## src/hw/rtl/rc_command_to_motor_ramp_macros.svh

```systemverilog
// Assertion macros for the RC command to motor ramp block.
// Defining NO_ASSERTIONS removes every check.
`ifndef RC_COMMAND_TO_MOTOR_RAMP_MACROS_SVH
`define RC_COMMAND_TO_MOTOR_RAMP_MACROS_SVH
`ifndef NO_ASSERTIONS
// Same-cycle implication.
`define RCMR_ASSERT_IMPLY(label, clk, rst, ante, cons) \
   label: assert property (@(posedge clk) disable iff (rst) (ante) |-> (cons)) \
      else $error("rcmr assertion failed");
// Next-cycle implication.
`define RCMR_ASSERT_NEXT(label, clk, rst, ante, cons) \
   label: assert property (@(posedge clk) disable iff (rst) (ante) |=> (cons)) \
      else $error("rcmr assertion failed");
`else
`define RCMR_ASSERT_IMPLY(label, clk, rst, ante, cons)
`define RCMR_ASSERT_NEXT(label, clk, rst, ante, cons)
`endif
`endif

```

## src/hw/rtl/rcmr_pkg.sv

```systemverilog
// Types, constants and helper functions for the RC command to motor ramp block.
// No dependencies.
package rcmr_pkg;

   localparam logic [1:0] MODE_STOP  = 2'd0;
   localparam logic [1:0] MODE_FLY   = 2'd1;
   localparam logic [1:0] MODE_CLIMB = 2'd2;

   localparam int MODE_OFFSET  = 4000;
   localparam logic [15:0] MODE_STOP_LO = 16'(7800 + MODE_OFFSET);
   localparam logic [15:0] MODE_STOP_HI = 16'(8200 + MODE_OFFSET);

   localparam logic [15:0] SPEED_CENTRE_LO = 16'd11936;
   localparam logic [15:0] SPEED_CENTRE_HI = 16'd12064;
   localparam logic [15:0] SPEED_FWD_MAX   = 16'd15264;
   localparam logic [15:0] SPEED_REV_MIN   = 16'd8736;
   localparam logic [15:0] SPEED_OUTER_LO  = 16'd8000;
   localparam logic [15:0] SPEED_OUTER_HI  = 16'd16000;
   localparam logic [6:0]  DUTY_MAX        = 7'd100;

   localparam logic [16:0] CTRL_CENTRE = 17'd12000;
   localparam logic [15:0] CTRL_BIAS   = 16'd75;
   // floor(x / 75) = (x * ceil(2^24 / 75)) >> 24 for any 16-bit x
   localparam int          CTRL_SHIFT  = 24;
   localparam logic [17:0] CTRL_RECIP  = 18'((2**CTRL_SHIFT + 74) / 75);

   localparam int          TICK_BASE   = 20;
   localparam logic [9:0]  PERIOD_FAST = 10'(TICK_BASE);
   localparam logic [6:0]  LEVEL_ON    = 7'd3;

   typedef struct packed {
      logic [15:0] control_channel;
      logic [15:0] speed_channel;
      logic [15:0] mode_channel;
   } req_data_type;

   typedef struct packed {
      logic [5:0]  pad;
      logic [6:0]  crawl_duty;
      logic        crawl_enable;
      logic [6:0]  flap_duty;
      logic        flap_enable;
      logic [15:0] ctrl_pulse;
      logic [1:0]  mode;
   } rsp_data_type;

   typedef struct packed {
      logic       fast;
      logic [5:0] step;
      logic [4:0] reload;
   } ramp_cfg_type;

   typedef struct packed {
      logic [6:0] level;
      logic [4:0] count;
   } ramp_state_type;

   // 20/p - 1 for periods below 20
   function automatic logic [4:0] slow_reload(input logic [4:0] p);
      logic [4:0] r;
      case (p) inside
         5'd1:         r = 5'd19;
         5'd2:         r = 5'd9;
         5'd3:         r = 5'd5;
         5'd4:         r = 5'd4;
         5'd5:         r = 5'd3;
         5'd6:         r = 5'd2;
         [5'd7:5'd10]: r = 5'd1;
         default:      r = 5'd0;
      endcase
      return r;
   endfunction

   function automatic ramp_cfg_type period_to_cfg(input logic [9:0] period);
      logic [9:0]   p;
      logic [17:0]  prod;
      ramp_cfg_type c;
      p = (period == 10'd0) ? 10'd1 : period;
      // p/20 = (p>>2)/5, (x*205)>>10 exact for x < 1024
      prod     = 18'(p[9:2]) * 18'd205;
      c.fast   = (p >= PERIOD_FAST);
      c.step   = prod[15:10];
      c.reload = slow_reload(p[4:0]);
      return c;
   endfunction

   function automatic logic [6:0] speed_to_target(input logic [15:0] s);
      logic [15:0] d;
      logic [6:0]  t;
      d = '0;
      if (s > SPEED_CENTRE_LO && s <= SPEED_CENTRE_HI) begin
         t = 7'd0;
      end else if (s > SPEED_CENTRE_HI && s <= SPEED_FWD_MAX) begin
         d = s - SPEED_CENTRE_HI;
         t = {d[11:7], 2'b00};
      end else if (s > SPEED_REV_MIN && s <= SPEED_CENTRE_LO) begin
         d = SPEED_CENTRE_LO - s;
         t = {d[11:7], 2'b00};
      end else if (s > SPEED_OUTER_LO && s < SPEED_OUTER_HI) begin
         t = DUTY_MAX;
      end else begin
         t = 7'd0;
      end
      return t;
   endfunction

   function automatic ramp_state_type ramp(input ramp_state_type cur,
                                          input logic [6:0] target,
                                          input ramp_cfg_type cfg);
      ramp_state_type nx;
      logic [6:0]     gap;
      gap = target - cur.level;
      nx  = cur;
      if (cur.level >= target) begin
         nx.level = target;
         nx.count = 5'd0;
      end else if (cfg.fast) begin
         nx.level = (gap > 7'(cfg.step)) ? cur.level + 7'(cfg.step) : target;
         nx.count = 5'd0;
      end else if (cur.count == 5'd0) begin
         nx.level = cur.level + 7'd1;
         nx.count = cfg.reload;
      end else begin
         nx.count = cur.count - 5'd1;
      end
      return nx;
   endfunction

endpackage

```

## src/hw/rtl/rc_command_to_motor_ramp.sv

```systemverilog
// Top level of the RC command to motor ramp block: input register, single
// pass of command/ramp logic, result register. Uses rcmr_pkg and the macros header.
`include "rc_command_to_motor_ramp_macros.svh"

// Takes one beat per clock unless the result register is stalled; beats pass the
// input register, then the result register. The single combinational pass holds
// the mode and speed compares, the ramp add/compare per motor and one 16x18
// constant multiply that divides the control offset from centre by 75.
// The tick period is decoded into ramp step and divider settings as it is written.
module rc_command_to_motor_ramp (
   input  logic        clock,
   input  logic        reset,
   input  logic        req_tvalid,
   output logic        req_tready,
   input  logic [47:0] req_tdata,   // mode_channel, speed_channel, control_channel
   input  logic        req_tuser,   // func
   output logic        rsp_tvalid,
   input  logic        rsp_tready,
   // mode, ctrl_pulse, flap_enable, flap_duty, crawl_enable, crawl_duty, zero pad
   output logic [39:0] rsp_tdata,
   input  logic        csr_valid,
   output logic        csr_ready,
   input  logic [9:0]  csr_data
);

   logic                    s1_valid_ff, s1_valid_in;
   rcmr_pkg::req_data_type  s1_data_ff;
   logic                    s1_func_ff;
   logic                    rsp_valid_ff, rsp_valid_in;
   rcmr_pkg::rsp_data_type  rsp_data_ff, rsp_data_in;
   rcmr_pkg::ramp_cfg_type  cfg_ff;

   logic [1:0]              mode_ff, mode_in;
   logic [15:0]             control_ff, control_in;
   logic [6:0]              flap_target_ff, flap_target_in;
   logic [6:0]              crawl_target_ff, crawl_target_in;
   rcmr_pkg::ramp_state_type flap_ff, flap_in;
   rcmr_pkg::ramp_state_type crawl_ff, crawl_in;

   logic                    advance;
   logic                    req_accept;
   logic [6:0]              motion;
   logic [16:0]             ctrl_diff;
   logic                    ctrl_neg;
   logic [15:0]             ctrl_mag;
   logic [33:0]             ctrl_prod;
   logic [15:0]             ctrl_quot;
   logic [15:0]             ctrl_q;
   logic [1:0]              cmd_mode;

   assign csr_ready  = 1'b1;
   assign advance    = s1_valid_ff && (!rsp_valid_ff || rsp_tready);
   assign req_tready = !s1_valid_ff || advance;
   assign req_accept = req_tvalid && req_tready;
   assign rsp_tvalid = rsp_valid_ff;
   assign rsp_tdata  = rsp_data_ff;

   // command decode
   always_comb begin
      if (s1_data_ff.mode_channel > rcmr_pkg::MODE_STOP_LO &&
          s1_data_ff.mode_channel < rcmr_pkg::MODE_STOP_HI) begin
         cmd_mode = rcmr_pkg::MODE_STOP;
      end else if (s1_data_ff.mode_channel < rcmr_pkg::MODE_STOP_LO) begin
         cmd_mode = rcmr_pkg::MODE_FLY;
      end else begin
         cmd_mode = rcmr_pkg::MODE_CLIMB;
      end
   end

   assign motion    = rcmr_pkg::speed_to_target(s1_data_ff.speed_channel);
   assign ctrl_diff = {1'b0, s1_data_ff.control_channel} - rcmr_pkg::CTRL_CENTRE;
   assign ctrl_neg  = ctrl_diff[16];
   assign ctrl_mag  = ctrl_neg ? 16'(-ctrl_diff) : ctrl_diff[15:0];
   assign ctrl_prod = 34'(ctrl_mag) * 34'(rcmr_pkg::CTRL_RECIP);
   assign ctrl_quot = 16'(ctrl_prod[33:rcmr_pkg::CTRL_SHIFT]);
   assign ctrl_q    = ctrl_neg ? rcmr_pkg::CTRL_BIAS - ctrl_quot
                               : rcmr_pkg::CTRL_BIAS + ctrl_quot;

   always_comb begin
      mode_in         = mode_ff;
      control_in      = control_ff;
      flap_target_in  = flap_target_ff;
      crawl_target_in = crawl_target_ff;
      flap_in         = flap_ff;
      crawl_in        = crawl_ff;
      if (!s1_func_ff) begin
         mode_in    = cmd_mode;
         control_in = {ctrl_q[14:0], 1'b0};
         unique case (cmd_mode)
            rcmr_pkg::MODE_FLY:   flap_target_in = motion;
            rcmr_pkg::MODE_CLIMB: crawl_target_in = motion;
            default: begin
               flap_target_in  = 7'd0;
               crawl_target_in = 7'd0;
            end
         endcase
      end else begin
         flap_in  = rcmr_pkg::ramp(flap_ff, flap_target_ff, cfg_ff);
         crawl_in = rcmr_pkg::ramp(crawl_ff, crawl_target_ff, cfg_ff);
      end
   end

   always_comb begin
      rsp_data_in               = '0;
      rsp_data_in.mode          = mode_in;
      rsp_data_in.ctrl_pulse    = control_in;
      rsp_data_in.flap_enable   = flap_in.level > rcmr_pkg::LEVEL_ON;
      rsp_data_in.crawl_enable  = crawl_in.level > rcmr_pkg::LEVEL_ON;
      if (rsp_data_in.flap_enable) begin
         rsp_data_in.flap_duty = (flap_in.level > rcmr_pkg::DUTY_MAX) ?
                                 rcmr_pkg::DUTY_MAX : flap_in.level;
      end
      if (rsp_data_in.crawl_enable) begin
         rsp_data_in.crawl_duty = (crawl_in.level > rcmr_pkg::DUTY_MAX) ?
                                  rcmr_pkg::DUTY_MAX : crawl_in.level;
      end
   end

   assign s1_valid_in  = req_accept || (s1_valid_ff && !advance);
   assign rsp_valid_in = advance || (rsp_valid_ff && !rsp_tready);

   always_ff @(posedge clock) begin
      if (reset) begin
         s1_valid_ff     <= 1'b0;
         rsp_valid_ff    <= 1'b0;
         cfg_ff          <= rcmr_pkg::period_to_cfg(rcmr_pkg::PERIOD_FAST);
         mode_ff         <= rcmr_pkg::MODE_STOP;
         control_ff      <= '0;
         flap_target_ff  <= '0;
         crawl_target_ff <= '0;
         flap_ff         <= '0;
         crawl_ff        <= '0;
      end else begin
         s1_valid_ff  <= s1_valid_in;
         rsp_valid_ff <= rsp_valid_in;
         if (csr_valid && csr_ready) begin
            cfg_ff <= rcmr_pkg::period_to_cfg(csr_data);
         end
         if (advance) begin
            mode_ff         <= mode_in;
            control_ff      <= control_in;
            flap_target_ff  <= flap_target_in;
            crawl_target_ff <= crawl_target_in;
            flap_ff         <= flap_in;
            crawl_ff        <= crawl_in;
         end
      end
   end

   always_ff @(posedge clock) begin
      if (req_accept) begin
         s1_data_ff <= rcmr_pkg::req_data_type'(req_tdata);
         s1_func_ff <= req_tuser;
      end
      if (advance) begin
         rsp_data_ff <= rsp_data_in;
      end
   end

   `RCMR_ASSERT_IMPLY(a_stop_clears, clock, reset, mode_ff == rcmr_pkg::MODE_STOP,
      flap_target_ff == 7'd0 && crawl_target_ff == 7'd0)
   `RCMR_ASSERT_IMPLY(a_level_range, clock, reset, 1'b1,
      flap_ff.level <= rcmr_pkg::DUTY_MAX && crawl_ff.level <= rcmr_pkg::DUTY_MAX)
   `RCMR_ASSERT_IMPLY(a_no_overrun, clock, reset,
      s1_valid_ff && rsp_valid_ff && !rsp_tready, !req_tready)
   `RCMR_ASSERT_NEXT(a_result_follows, clock, reset, advance, rsp_valid_ff)

endmodule
```

## config.mk

```make
export PLATFORM = sky130hd
export DESIGN_NAME = rc_command_to_motor_ramp
export DESIGN_NICKNAME = d
export VERILOG_FILES = /design/src/hw/rtl/rcmr_pkg.sv /design/src/hw/rtl/rc_command_to_motor_ramp.sv
export VERILOG_INCLUDE_DIRS = /design/src /design/src/hw/rtl
export SDC_FILE = /design/constraint.sdc
export NUM_CORES = 1
export LEC_CHECK = 0
export BUFFER_PORTS_ARGS = -buffer_cell sky130_fd_sc_hd__buf_2
export CAP_MARGIN = 40
export CORE_ASPECT_RATIO = 2
export CORE_UTILIZATION = 55
export DETAILED_ROUTE_END_ITERATION = 8
export GPL_TIMING_DRIVEN = 0
export PLACE_DENSITY = 0.87
export SLEW_MARGIN = 5
export SYNTH_ARGS = -nofsm -noshare
export SYNTH_HDL_FRONTEND = slang
export SYNTH_SLANG_ARGS = --single-unit
```

## constraint.sdc

```tcl
create_clock -name clock -period 8.6 [get_ports clock]
set_input_delay 1.29 -clock clock [delete_from_list [all_inputs] [get_ports clock]]
set_output_delay 1.29 -clock clock [all_outputs]
set_load 0.02 [all_outputs]
```

==> impl_metrics.py, run 1 <==
metrics = {
    "run": {
        "maxCapViolations": 0,
    },
    "synth": {
        "syn_area_per_cell_um2": 9.148,
        "synth.top_cell.area_share": 0.1775,
        "synthTopCellsByArea": "ha_1, edfxtp_1, fa_1",
        "ys_seq_elements": 149,
        "synthCells": 1695,
        "yosysTopAreaCell": "ha_1",
        "synthArstFlopShare": 0,
        "yosys-top-cells-count": "inv_1, ha_1, nand2_1",
        "ys_warn_count": 0,
        "seq_area_frac_synth": 0.2459,
        "synth-edff-count": 83,
        "syn-cell-area_um2": 15510,
        "yosysMostFrequentCell": "inv_1",
        "ys_types": 92,
        "synthFlopType": "edfxtp_1",
    },
    "global_routing": {
        "antenna_found_initial": 6,
        "grt-ovfl-total": 0,
        "grt_max_degree": 45,
        "grt_pass1_wl_um": 74470,
        "grt_pass1_vias": 14534,
        "grtUsageTotal": 0.3441,
    },
    "clocking": {
        "cts_buffer_depth": 2,
        "cts_tree": "yes",
        "clkSlewWorstSetupHoldPaths_ps": 80,
        "clkSinkCount": 149,
        "h-tree-depth": 4,
        "cts_root_buf": "clkbuf_16",
        "ctsHoldBuffers": 0,
        "clock_latency_ps": 460,
        "numCtsBuffers": 17,
    },
    "detailed_routing": {
        "highest-signal-layer": "met5",
        "dr_wl_met3_um": 7445,
        "wl_met2_um": 27980,
        "detail-route-antenna-nets": 0,
        "routedWlPerCell_um": 26.34,
        "vias_per_cell": 6.575,
        "drt_drc_violations_left": 65,
        "wl_um": 60550,
        "num_vias": 15117,
        "wirelength_met1_um": 16520,
        "detail_route.iter0.violations": 1893,
        "firstDrtPassIters": 9,
    },
    "outcome": {
        "status": "finished with violations",
        "violations": "DRC, setup timing",
    },
    "placed_design": {
        "hpwlAfterDp_um": 36860,
        "gp_congestion": 1.004,
        "place_inst": 2156,
        "dpl_worst_slack_ps": -1441,
        "portBuffers": 98,
    },
    "sta": {
        "setup_violations": 26,
        "setup_tns_ps": -16590,
        "finalCritPeriodShare": 1.123,
        "max_freq_mhz": 103.5,
        "setup_ws_ps": -1058,
        "finalClockSkew_ps": 25.07,
        "slew-limit-headroom": 0.3703,
        "drv_slew": 0,
        "min_period_ps": 9658,
        "finalHoldViolCount": 0,
        "rsz0062_at_grt": "yes",
        "worst_pin_slew_ps": 920.7,
    },
    "floorplan": {
        "die_h_um": 239.5,
        "io_pins": 107,
        "coreArea_um2": 27650,
        "dieArea_um2": 28910,
        "die_width_um": 120.7,
        "rows": 86,
        "start_util": 0.5607,
    },
    "hold_path": {
        "hold_start": "control_ff[15]$_SDFFE_PP0P_",
        "hold_path_class": "reg2reg",
    },
    "setup_path": {
        "arrival_ps": 9910,
        "r2r_start": "s1_data_ff[43]$_DFFE_PP_",
        "critical_path_class": "reg2reg",
        "critPathBufInv": 8,
        "end_kind": "register",
        "path_max_fanout": 10,
        "required_ps": 8850,
        "crit_family": "adder cells",
        "max_stage_delay_ps": 570,
        "critPathLaunchType": "register",
        "cp-startpoint": "s1_data_ff[43]$_DFFE_PP_",
        "critical_path.slowest_cell": "xnor2_2",
    },
    "final_layout": {
        "final_nets": 2323,
        "final_util": 0.6801,
        "drive_gt1_frac": 0.2009,
        "area_growth_pct": 21.29,
        "finalNonFillerCells": 2299,
    },
}
## layer usage
metal / global-route usage / up-vias
li1: - / 6302
met1: 0.2701 / 7099
met2: 0.6304 / 1120
met3: 0.09000 / 592
met4: 0.3812 / 4
met5: 0 / -
## final cells by class
class                           count  area, um2
Antenna cell                        6      15.01
Buffer                             55      319.1
Clock buffer                       17      425.4
Clock inverter                     15      185.2
Fill cell                        1990       8846
Inverter                          260      983.4
Multi-Input combinational cell   1236      11250
Sequential cell                   149       3814
Tap cell                          352      440.4
Timing Repair Buffer              209       1379
## cell families after synthesis
kind of cell	share of synthesized area
buffers and inverters	0.08174
muxes	0.009925
DFF	0.2459
and+or+nand+nor	0.1331
AOI/OAI and AO/OA	0.1633
other	0.0004843
adders and majority gates	0.3208
xor gates and xnor gates	0.04462
## repair_timing
item | CTS | global route
gates resized for setup | 62 | 99
endpoints found under the setup margin | 28 | 23
buffers inserted | 31 | 74
cloned | 0 | 0
pin swaps | 28 | 59
## stage by stage
step | hold slack, ps | area [um2]
after floorplan | 440.0 | 15520
after global routing | 485.1 | 18800
after CTS | 473.4 | 17700
final | 469.6 | 18810
after detailed placement | 457.5 | 16510
after global placement | 448.8 | 16460
## registers in the layout, summed over array words and instances, names as in the netlist, 2 cells and up
signal / count
crawl_target_ff: 5
s1_data_ff: 48
mode_ff: 2
flap_target_ff: 5
crawl_ff: 12
control_ff: 16
cfg_ff: 12
flap_ff: 12
rsp_tdata: 34
## path summary, 6_finish.rpt
check | cells after the start | slack [ps] | end
min | 1 | 470 | control_ff[15]$_SDFFE_PP0P_
max reg2reg | 34 | -1060 | rsp_tdata[11]$_DFFE_PP_
max | 34 | -1060 | rsp_tdata[11]$_DFFE_PP_
min reg2reg | 1 | 470 | control_ff[15]$_SDFFE_PP0P_
## layout by cell type, fill, tap and decap left out, types with 66 or more instances in the layout
cell type / synthesis / final
edfxtp_1: 83 / 83
buf_2: 2 / 102
buf_4: 8 / 105
nand2_1: 127 / 120
o21ai_0: 80 / 73
fa_1: 111 / 111
nor2_1: 111 / 105
dfxtp_1: 66 / 66
ha_1: 220 / 212
inv_1: 259 / 246
a21oi_1: 96 / 89
Power of run 1 is left out: the tool's default activity adds up to more than one toggle a clock period on the data nets, which glitch-free logic cannot reach.
==> run 2, diff against run 1 <==
--- a/config.mk
+++ b/config.mk
@@ -8,11 +8,12 @@
 export LEC_CHECK = 0
 export BUFFER_PORTS_ARGS = -buffer_cell sky130_fd_sc_hd__buf_2
 export CAP_MARGIN = 40
-export CORE_ASPECT_RATIO = 2
-export CORE_UTILIZATION = 55
+export CORE_ASPECT_RATIO = 1.4
+export CORE_UTILIZATION = 57
+export CTS_CLUSTER_DIAMETER = 80
 export DETAILED_ROUTE_END_ITERATION = 8
 export GPL_TIMING_DRIVEN = 0
-export PLACE_DENSITY = 0.87
+export PLACE_DENSITY = 0.89
 export SLEW_MARGIN = 5
 export SYNTH_ARGS = -nofsm -noshare
 export SYNTH_HDL_FRONTEND = slang
==> run 2 against run 1 <==
Compared with the run above:
- the flow still finishes with violations (DRC, setup timing)
- final cell count down 1.6%
- routed wire length shrank 24%
- sequential share of layout area up 0.68 points
- critical path type unchanged
- register-to-register slack improved by 1000 ps
- setup slack better by 1000 ps
- core utilization is 0.18 points lower
==> impl_metrics.py, run 2 (synthesis results as in run 1) <==
metrics = {
    "outcome": {
        "status": "finished with violations",
        "violations": "DRC, setup timing",
    },
    "clocking": {
        "cts_buffer_depth": 2,
        "h-tree-depth": 4,
        "clock_latency_ps": 450,
        "cts_root_buf": "clkbuf_16",
        "clkSlewWorstSetupHoldPaths_ps": 70,
        "cts_tree": "yes",
        "clkSinkCount": 149,
        "numCtsBuffers": 17,
        "ctsHoldBuffers": 0,
    },
    "run": {
        "maxCapViolations": 0,
    },
    "global_routing": {
        "grt_busiest_layer": "met2",
        "grt_util_met1": 0.3108,
        "grtUsageMet2": 0.5882,
        "antenna_found_initial": 6,
        "grt_pass1_vias": 13786,
        "grtUsageTotal": 0.3148,
        "met3_usage": 0.04703,
        "grt-ovfl-total": 0,
        "grt_pass1_wl_um": 67780,
        "grt_max_degree": 44,
    },
    "final_layout": {
        "final_cell_mix": "inv_1, ha_1, nand2_1",
        "final_nets": 2276,
        "top_register": "s1_data_ff",
        "final_cell_area_um2": 18200,
        "area_growth_pct": 17.36,
        "drive_gt1_frac": 0.1653,
        "finalNonFillerCells": 2263,
        "largest_reg_flops": 48,
        "layout_commonest_cell": "inv_1",
    },
    "sta": {
        "drv_slew": 0,
        "finalClockSkew_ps": 9.236,
        "setup_ws_ps": -45.16,
        "setup_violations": 6,
        "finalCritPeriodShare": 1.005,
        "worst_pin_slew_ps": 891.2,
        "finalHoldViolCount": 0,
        "slew-limit-headroom": 0.3996,
        "min_period_ps": 8645,
        "max_freq_mhz": 115.7,
        "rsz0062_at_grt": "yes",
        "hold_ws_ps": 470.1,
    },
    "floorplan": {
        "io_pins": 107,
        "start_util": 0.5780,
        "dieArea_um2": 27880,
        "coreArea_um2": 26830,
        "rows": 71,
        "die_width_um": 141.4,
        "die_h_um": 197.2,
    },
    "setup_path": {
        "critical_path.slowest_cell": "fa_1",
        "required_ps": 8990,
        "critPathLaunchType": "register",
        "path_max_fanout": 5,
        "reg2reg_setup_slack_ps": -50,
        "arrival_ps": 9030,
        "end_kind": "register",
        "critical_path_class": "reg2reg",
        "max_stage_delay_ps": 550,
    },
    "detailed_routing": {
        "num_vias": 13651,
        "vias_per_cell": 6.032,
        "detail-route-antenna-nets": 0,
        "firstDrtPassIters": 8,
        "detail_route.iter0.violations": 1126,
        "wl_um": 45890,
        "drt_drc_violations_left": 1,
        "routedWlPerCell_um": 20.28,
    },
    "hold_path": {
        "hold_path_class": "reg2reg",
    },
    "placed_design": {
        "placed_cell_area_um2": 16540,
        "dpl_worst_slack_ps": -1373,
        "portBuffers": 98,
        "hpwlAfterDp_um": 33090,
        "place_inst": 2169,
        "gp_congestion": 0.9776,
    },
}
## run 2: cell count changes in the layout (fill, tap and decap cells not counted), moves of 5 or more
cell / delta
inv_1: +6
nand2_1: +6
buf_6: -8
buf_4: -37
nand2_2: -5
## run 2: area by class of cell
class | instances | area (um2)
flip-flops and latches | 149 | 3814
fillers | 1977 | 8631
clock buffers | 17 | 425.4
multi-input cells | 1236 | 11010
repair buffers | 162 | 994.7
plain buffers | 55 | 312.8
inverters | 260 | 975.9
clock inverters | 15 | 201.4
well taps | 365 | 456.7
diodes | 4 | 10.01
## run 2: worst paths after layout
| check | startpoint | to | cells after the start |
|---|---|---|---|
| setup / recovery | s1_data_ff[38]$_DFFE_PP_ | control_ff[9]$_SDFFE_PP0P_ | 33 |
| hold / removal | control_ff[14]$_SDFFE_PP0P_ | control_ff[14]$_SDFFE_PP0P_ | 1 |
| setup reg to reg | s1_data_ff[38]$_DFFE_PP_ | control_ff[9]$_SDFFE_PP0P_ | 33 |
| hold reg to reg | control_ff[14]$_SDFFE_PP0P_ | control_ff[14]$_SDFFE_PP0P_ | 1 |
## run 2: critical path: cells and delay by family (launching register included)
family,cells,cell delay [ps]
fa+ha+maj,9,3510
compound gates,11,3150
xor+xnor,3,540
flops,1,530
buf+inv,7,490
simple gates,3,340
## run 2: metrics by stage
stage	utilization	TNS (ps)
6_report	0.6783	-131.7
5_1_grt	0.6783	-4300
4_1_cts	0.6539	0
3_5_place_dp	0.6166	-22600
3_3_place_gp	0.6140	-16930
2_1_floorplan	-	0
## run 2: what timing repair did
action,CTS,global route
setup buffers,16,42
resized for setup,48,55
pin swaps,14,49
endpoints found under the setup margin,28,22
## run 2: metal layers
metal | part of all wire | vias up
li1 | - | 6238
met1 | 0.34 | 6451
met2 | 0.51 | 680
met3 | 0.061 | 278
met4 | 0.089 | 4
met5 | 0.00063 | -
Power of run 2 is left out for the same reason.
